<file path="src/rtl/clns_pkg.sv">
// Shared types and constants for the character LCD nibble sequencer.
`timescale 1ns / 1ps

package clns_pkg;

    // Request kinds
    localparam logic [1:0] FUNC_INIT   = 2'd0;
    localparam logic [1:0] FUNC_CLEAR  = 2'd1;
    localparam logic [1:0] FUNC_CURSOR = 2'd2;
    localparam logic [1:0] FUNC_CHAR   = 2'd3;

    // Display commands
    localparam logic [7:0] CMD_FOURBIT = 8'h28;
    localparam logic [7:0] CMD_DISPON  = 8'h0C;
    localparam logic [7:0] CMD_CURSOR  = 8'h80;
    localparam logic [7:0] CMD_CLEAR   = 8'h01;

    // Hold times in microseconds
    localparam logic [13:0] T_SETTLE   = 14'd1000;
    localparam logic [13:0] T_DATA     = 14'd11;
    localparam logic [13:0] T_EHIGH    = 14'd1;
    localparam logic [13:0] T_ELOW     = 14'd100;
    localparam logic [13:0] T_WAIT_POR = 14'd4500;
    localparam logic [13:0] T_WAIT_3RD = 14'd150;
    localparam logic [13:0] T_WAIT_ON  = 14'd10;
    localparam logic [13:0] T_WAIT_CLR = 14'd10000;

    // Phase slots within one byte run
    localparam logic [2:0] PH_SETTLE  = 3'd0;
    localparam logic [2:0] PH_HI_SET  = 3'd1;
    localparam logic [2:0] PH_HI_EN   = 3'd2;
    localparam logic [2:0] PH_HI_LOW  = 3'd3;
    localparam logic [2:0] PH_LO_SET  = 3'd4;
    localparam logic [2:0] PH_LO_EN   = 3'd5;
    localparam logic [2:0] PH_LO_LOW  = 3'd6;

    localparam logic [2:0] INIT_LAST_BYTE = 3'd5;

    // Controller to datapath command
    typedef struct packed {
        logic       capture;   // latch request fields
        logic       emit;      // load a phase into the output register
        logic       lead;      // leading power-up phase of initialize
        logic [2:0] byte_idx;  // byte within an initialize run
        logic [2:0] phase;     // phase within the byte
        logic       last;      // final phase of the run
    } clns_cmd_t;

    // Datapath to controller status
    typedef struct packed {
        logic out_free;        // output register can take a phase
    } clns_stat_t;

    // Byte sent at each step of initialize
    function automatic logic [7:0] init_byte(input logic [2:0] idx);
        logic [7:0] b;
        unique case (idx)
            3'd4:    b = CMD_DISPON;
            3'd5:    b = CMD_CLEAR;
            default: b = CMD_FOURBIT;
        endcase
        return b;
    endfunction

    // Extra wait after each step of initialize
    function automatic logic [13:0] init_extra(input logic [2:0] idx);
        logic [13:0] w;
        unique case (idx)
            3'd0, 3'd1: w = T_WAIT_POR;
            3'd2:       w = T_WAIT_3RD;
            3'd4:       w = T_WAIT_ON;
            3'd5:       w = T_WAIT_CLR;
            default:    w = 14'd0;
        endcase
        return w;
    endfunction

endpackage

</file>
<file path="src/rtl/clns_ctrl.sv">
// Sequencing state machine: walks the lead phase, bytes and phases of a run.
`timescale 1ns / 1ps

module clns_ctrl
    import clns_pkg::*;
(
    input  logic       clk,
    input  logic       rst_n,
    input  logic       in_valid,
    output logic       in_stall,
    input  logic [1:0] func,
    input  clns_stat_t stat,
    output clns_cmd_t  cmd
);

    localparam logic [1:0] ST_IDLE = 2'd0;
    localparam logic [1:0] ST_LEAD = 2'd1;
    localparam logic [1:0] ST_BYTE = 2'd2;

    logic [1:0] state_reg, state_next;
    logic [2:0] phase_reg, phase_next;
    logic [2:0] byte_reg, byte_next;
    logic       init_reg, init_next;
    logic       accept, emit, last_byte, run_last;

    assign in_stall  = (state_reg != ST_IDLE);
    assign accept    = in_valid && (state_reg == ST_IDLE);
    assign emit      = (state_reg != ST_IDLE) && stat.out_free;
    assign last_byte = !init_reg || (byte_reg == INIT_LAST_BYTE);
    assign run_last  = (state_reg == ST_BYTE) && (phase_reg == PH_LO_LOW) && last_byte;

    always_comb
    begin
        state_next = state_reg;
        phase_next = phase_reg;
        byte_next  = byte_reg;
        init_next  = init_reg;
        unique case (state_reg)
            ST_IDLE:
            begin
                if (accept)
                begin
                    init_next  = (func == FUNC_INIT);
                    phase_next = PH_SETTLE;
                    byte_next  = 3'd0;
                    state_next = (func == FUNC_INIT) ? ST_LEAD : ST_BYTE;
                end
            end
            ST_LEAD:
            begin
                if (emit)
                    state_next = ST_BYTE;
            end
            ST_BYTE:
            begin
                if (emit)
                begin
                    if (phase_reg == PH_LO_LOW)
                    begin
                        phase_next = PH_SETTLE;
                        if (last_byte)
                            state_next = ST_IDLE;
                        else
                            byte_next = byte_reg + 3'd1;
                    end
                    else
                    begin
                        phase_next = phase_reg + 3'd1;
                    end
                end
            end
            default:
            begin
                state_next = ST_IDLE;
            end
        endcase
    end

    always_ff @(posedge clk or negedge rst_n)
    begin
        if (!rst_n)
        begin
            state_reg <= ST_IDLE;
            phase_reg <= PH_SETTLE;
            byte_reg  <= 3'd0;
            init_reg  <= 1'b0;
        end
        else
        begin
            state_reg <= state_next;
            phase_reg <= phase_next;
            byte_reg  <= byte_next;
            init_reg  <= init_next;
        end
    end

    always_comb
    begin
        cmd.capture  = accept;
        cmd.emit     = emit;
        cmd.lead     = (state_reg == ST_LEAD);
        cmd.byte_idx = byte_reg;
        cmd.phase    = phase_reg;
        cmd.last     = run_last;
    end

endmodule

</file>
<file path="src/rtl/clns_dpath.sv">
// Datapath: request latch, byte and phase field forming, output register.
`timescale 1ns / 1ps

module clns_dpath
    import clns_pkg::*;
(
    input  logic        clk,
    input  logic        rst_n,
    input  logic [1:0]  func,
    input  logic        line,
    input  logic [5:0]  pos,
    input  logic [7:0]  char_byte,
    input  clns_cmd_t   cmd,
    output clns_stat_t  stat,
    output logic        out_valid,
    input  logic        out_stall,
    output logic        rs,
    output logic        rw,
    output logic        enable,
    output logic [3:0]  nibble,
    output logic [13:0] hold_us,
    output logic        last
);

    logic [1:0]  func_reg;
    logic        line_reg;
    logic [5:0]  pos_reg;
    logic [7:0]  char_reg;

    logic        out_valid_reg;
    logic        rs_reg, en_reg, last_reg;
    logic [3:0]  nib_reg;
    logic [13:0] hold_reg;

    logic [7:0]  cur_byte;
    logic [13:0] cur_extra;
    logic        cur_rs;
    logic        ph_rs, ph_en;
    logic [3:0]  ph_nib;
    logic [13:0] ph_hold;

    always_ff @(posedge clk)
    begin
        if (cmd.capture)
        begin
            func_reg <= func;
            line_reg <= line;
            pos_reg  <= pos;
            char_reg <= char_byte;
        end
    end

    // Byte, mode and trailing wait of the current byte
    always_comb
    begin
        unique case (func_reg)
            FUNC_INIT:
            begin
                cur_byte  = init_byte(cmd.byte_idx);
                cur_extra = init_extra(cmd.byte_idx);
                cur_rs    = 1'b0;
            end
            FUNC_CLEAR:
            begin
                cur_byte  = CMD_CLEAR;
                cur_extra = T_WAIT_CLR;
                cur_rs    = 1'b0;
            end
            FUNC_CURSOR:
            begin
                cur_byte  = (CMD_CURSOR | {1'b0, line_reg, 6'b0}) + {2'b00, pos_reg};
                cur_extra = 14'd0;
                cur_rs    = 1'b0;
            end
            default:
            begin
                cur_byte  = char_reg;
                cur_extra = 14'd0;
                cur_rs    = 1'b1;
            end
        endcase
    end

    always_comb
    begin
        ph_rs = cur_rs;
        ph_en = 1'b0;
        unique case (cmd.phase)
            PH_SETTLE:
            begin
                ph_nib  = 4'h0;
                ph_hold = T_SETTLE;
            end
            PH_HI_SET:
            begin
                ph_nib  = cur_byte[7:4];
                ph_hold = T_DATA;
            end
            PH_HI_EN:
            begin
                ph_nib  = cur_byte[7:4];
                ph_en   = 1'b1;
                ph_hold = T_EHIGH;
            end
            PH_HI_LOW:
            begin
                ph_nib  = cur_byte[7:4];
                ph_hold = T_ELOW;
            end
            PH_LO_SET:
            begin
                ph_nib  = cur_byte[3:0];
                ph_hold = T_DATA;
            end
            PH_LO_EN:
            begin
                ph_nib  = cur_byte[3:0];
                ph_en   = 1'b1;
                ph_hold = T_EHIGH;
            end
            default:
            begin
                ph_nib  = cur_byte[3:0];
                ph_hold = T_ELOW + T_SETTLE + cur_extra;
            end
        endcase
        // power-up lead phase: command mode, lines idle
        if (cmd.lead)
        begin
            ph_rs   = 1'b0;
            ph_en   = 1'b0;
            ph_nib  = 4'h0;
            ph_hold = T_SETTLE;
        end
    end

    assign stat.out_free = !out_valid_reg || !out_stall;

    always_ff @(posedge clk or negedge rst_n)
    begin
        if (!rst_n)
            out_valid_reg <= 1'b0;
        else if (cmd.emit)
            out_valid_reg <= 1'b1;
        else if (!out_stall)
            out_valid_reg <= 1'b0;
    end

    always_ff @(posedge clk)
    begin
        if (cmd.emit)
        begin
            rs_reg   <= ph_rs;
            en_reg   <= ph_en;
            nib_reg  <= ph_nib;
            hold_reg <= ph_hold;
            last_reg <= cmd.last;
        end
    end

    assign out_valid = out_valid_reg;
    assign rs        = rs_reg;
    assign rw        = 1'b0;
    assign enable    = en_reg;
    assign nibble    = nib_reg;
    assign hold_us   = hold_reg;
    assign last      = last_reg;

endmodule

</file>
<file path="src/rtl/char_lcd_nibble_sequencer_top.sv">
// Top level of the character LCD nibble sequencer.
`timescale 1ns / 1ps

// Turns one request (initialize, clear, set cursor, write character) into
// the run of 4-bit bus phases for a character LCD. Each byte is a settle
// phase followed by the high and the low nibble, each as data set, E high,
// E low: seven phases. Initialize adds one leading phase and sends six
// bytes, 43 phases in all. One phase is loaded per clock while the output
// register is free. No phase is loaded in the cycle in which a request is
// accepted. The controller's phase counter steps once per phase loaded
// within a byte and its byte counter once per byte. The final phase of
// each run carries last. A new request is taken as soon as the last phase
// of the previous run sits in the output register, even if that transfer
// has not completed yet. hold_us is passed on untouched; the downstream
// pin driver realizes the delays.

module char_lcd_nibble_sequencer_top
    import clns_pkg::*;
(
    input  logic        clk,
    input  logic        rst_n,
    input  logic        in_valid,
    output logic        in_stall,
    input  logic [1:0]  func,
    input  logic        line,
    input  logic [5:0]  pos,
    input  logic [7:0]  char_byte,
    output logic        out_valid,
    input  logic        out_stall,
    output logic        rs,
    output logic        rw,
    output logic        enable,
    output logic [3:0]  nibble,
    output logic [13:0] hold_us,
    output logic        last
);

    clns_cmd_t  cmd;
    clns_stat_t stat;

    // phase / byte sequencing
    clns_ctrl u_ctrl (
        .clk      (clk),
        .rst_n    (rst_n),
        .in_valid (in_valid),
        .in_stall (in_stall),
        .func     (func),
        .stat     (stat),
        .cmd      (cmd)
    );

    // field forming and output register
    clns_dpath u_dpath (
        .clk       (clk),
        .rst_n     (rst_n),
        .func      (func),
        .line      (line),
        .pos       (pos),
        .char_byte (char_byte),
        .cmd       (cmd),
        .stat      (stat),
        .out_valid (out_valid),
        .out_stall (out_stall),
        .rs        (rs),
        .rw        (rw),
        .enable    (enable),
        .nibble    (nibble),
        .hold_us   (hold_us),
        .last      (last)
    );

endmodule
</file>
<file path="config.mk">
export PLATFORM = sky130hd
export DESIGN_NAME = char_lcd_nibble_sequencer_top
export DESIGN_NICKNAME = d
export VERILOG_FILES = /design/src/rtl/clns_pkg.sv /design/src/rtl/clns_ctrl.sv /design/src/rtl/clns_dpath.sv /design/src/rtl/char_lcd_nibble_sequencer_top.sv
export SDC_FILE = /design/constraint.sdc
export NUM_CORES = 1
export LEC_CHECK = 0
export ABC_AREA = 1
export BUFFER_PORTS_ARGS = -buffer_cell sky130_fd_sc_hd__buf_4
export CAP_MARGIN = 20
export CELL_PAD_IN_SITES_DETAIL_PLACEMENT = 0
export CELL_PAD_IN_SITES_GLOBAL_PLACEMENT = 1
export CORE_UTILIZATION = 40
export CTS_CLUSTER_DIAMETER = 80
export CTS_CLUSTER_SIZE = 30
export DETAILED_ROUTE_END_ITERATION = 10
export GPL_TIMING_DRIVEN = 0
export PLACE_DENSITY = 0.76
export SLEW_MARGIN = 20
export SYNTH_ARGS = -nofsm -noshare
export SYNTH_HDL_FRONTEND = slang
export SYNTH_SLANG_ARGS = --single-unit
</file>
<file path="constraint.sdc">
create_clock -name clk -period 2.5 [get_ports clk]
set_clock_uncertainty 0.1 [all_clocks]
set_input_delay 0.25 -clock clk [delete_from_list [all_inputs] [get_ports clk]]
set_output_delay 0.25 -clock clk [all_outputs]
set_load 0.02 [all_outputs]
</file>
==> out/qor.csv <==
metric,value,unit
fillers,504,
drv_slew,0,
rsz0062_at_grt,false,
fp.coreArea,5200,um2
crit_required,2610,ps
largest_reg_flops,13,
antenna_found_initial,0,
hold_buffers,1,
std_cell_rows,26,
slew_headroom,0.440,
period_minus_slack,2020,ps
powerDensity,1230,nW/um2
postCtsSetupBuffers,0,
h-tree-depth,2,
io_buffers,43,
dp_cells,334,
place_congestion,0.763,
cts_tree,done,
die_w,76.1,um
nNetsFinal,299,
dieHeight,76.1,um
routedWlPerCell,11.1,um
hold_viol_final,0,
drtIter0Drc,72,
p_switching,1.33,mW
vias,1570,
initial_utilization,0.422,
max-vdd-ir-drop,0.000519,V
area_delta_synth_final,23.7,%
ys_async_sr_fraction,0.213,
yosys_warnings,0,
power.total,3.33,mW
finalCritPeriodShare,0.810,
grt_first_pass_wirelength,6490,um
yosys-top-cells-area,"edfxtp_1 (51%), dfrtp_1 (11%), nand2_1 (11%), inv_1 (3.6%), ha_1 (3.4%)",
multiInputGateArea,712,um2
cts_resized,0,
pwr-share-seq,0.413,
wl,3800,um
maxCapViolCount,0,
cp.arrival,2130,ps
yosys-top-cells-count,"nand2_1 (66), edfxtp_1 (37), inv_1 (21)",
cts_buffers,5,
cts_num_sinks,47,
cp-start-kind,register,
synth.avg_cell_area,9.98,um2
utilization,0.521,
critPathMaxFanout,18,
syn-num-nets,247,
clock_path_buffers,2,
final_cells,343,
yosysMostFrequentCell,nand2_1,
antenna_cells,0,
comb_power_share,0.461,
synth_cells,220,
post_synth_num_cell_types,23,
clk_pin_slew_worst_paths,80,ps
status,finished clean,
ys_ff_latch,47,
max_freq,494,MHz
seq_area,1360,um2
vias_per_cell,4.58,
p_int,2.00,mW
grt_pass1_vias,1450,
synth_ff_type,edfxtp_1,
ios,45,
drive_gt1_frac,0.245,
swShare,0.398,
critPathKind,register to register,
synth_area,2190,um2
clk_latency,290,ps
dpl.hpwl,2980,um
cts_root_buf,clkbuf_8,
whs,32.4,ps
hp-class,input pin to register,
setup_violations,0,
grt_overflow,0,
grt_use_total,0.144,
fp.dieArea,5790,um2
drc,0,
synth_top_cell_by_area,edfxtp_1,
clock_power_share,0.127,
yosysSeqAreaShare,0.620,
critPathCaptureType,register,
p_leak,1.22,nW
worst_pin_slew,840,ps
synth_top_cell_area_share,0.506,
synth-edff-count,37,
dr.pass1.iters,4,
grt_max_degree,19,
antenna_left,0,
==> power by group through the flow <==
stage | Combinational (mW) | Sequential [mW] | Clock [mW]
6_report | 1.53 | 1.37 | 0.422
5_1_grt | 1.71 | 1.41 | 0.473
4_1_cts | 1.55 | 1.38 | 0.439
3_5_place_dp | 1.54 | 1.39 | 0
3_3_place_gp | 1.52 | 1.40 | 0
2_1_floorplan | 0.831 | 1.60 | 0
==> area by class of cell <==
type,instances,share of cell area
clock buffers,7,0.0281
clock inverters,1,0.00184
inverters,27,0.0373
repair buffers,45,0.127
plain buffers,3,0.00968
multi-input cells,143,0.262
flip-flops and latches,47,0.502
well taps,70,0.0323
==> routing by layer <==
metal | share of wire | track usage
met5 | 0 | 0
met4 | 0.012 | 0.0538
met3 | 0.053 | 0.0443
met2 | 0.45 | 0.230
met1 | 0.49 | 0.184
==> worst max-delay path: stages (launching register included) <==
cell	delay [ps]
dfrtp_1	440
nor2_1	270
inv_1	130
nor2_2	650
nand3_1	210
o21ai_0	140
==> final timing paths <==
check	startpoint	endpoint	slack, ps	depth (start not counted)
min in group asynchronous	rst_n	u_dpath.out_valid	220	2
max in group asynchronous	rst_n	u_ctrl.byte_reg[0]	1940	2
setup reg to reg	u_ctrl.state_reg[1]	u_ctrl.state_reg[0]	480	5
hold / removal	pos[1]	u_dpath.pos_reg[1]	30	1
hold reg to reg	u_ctrl.byte_reg[1]	u_ctrl.byte_reg[1]	460	2
setup / recovery	u_ctrl.state_reg[1]	u_ctrl.state_reg[0]	480	5
==> metrics by stage <==
| stage | setup slack, ps | setup TNS, ps | area (um2) |
|---|---|---|---|
| 2_1_floorplan | 449 | 0 | 2190 |
| 3_3_place_gp | -16.0 | -16.0 | 2610 |
| 3_5_place_dp | 455 | 0 | 2620 |
| 4_1_cts | 417 | 0 | 2710 |
| 5_1_grt | 246 | 0 | 2710 |
| 6_report | 476 | 0 | 2710 |
==> logic make-up after synthesis <==
family          after synthesis  share of synthesized area
compound gates               31                     0.0821
xor+xnor                      2                    0.00798
fa+ha+maj                     6                     0.0342
buf+inv                      30                     0.0582
flops                        47                      0.620
other cells                   1                    0.00171
simple gates                103                      0.196
==> cells in the final DEF, fill, tap and decap left out, drive strengths merged <==
cell type	count
dfrtp	10
nand4	1
inv	27
clkbuf	7
clkinv	1
a21oi	9
conb	1
xnor2	2
o22ai	2
nor3	2
nand2	66
nor2	20
edfxtp	37
o211ai	5
buf	47
o21ai	13
dlygate4sd3	1
nand3	14
o31ai	2
ha	6
Power figures use the tool's default switching activity.
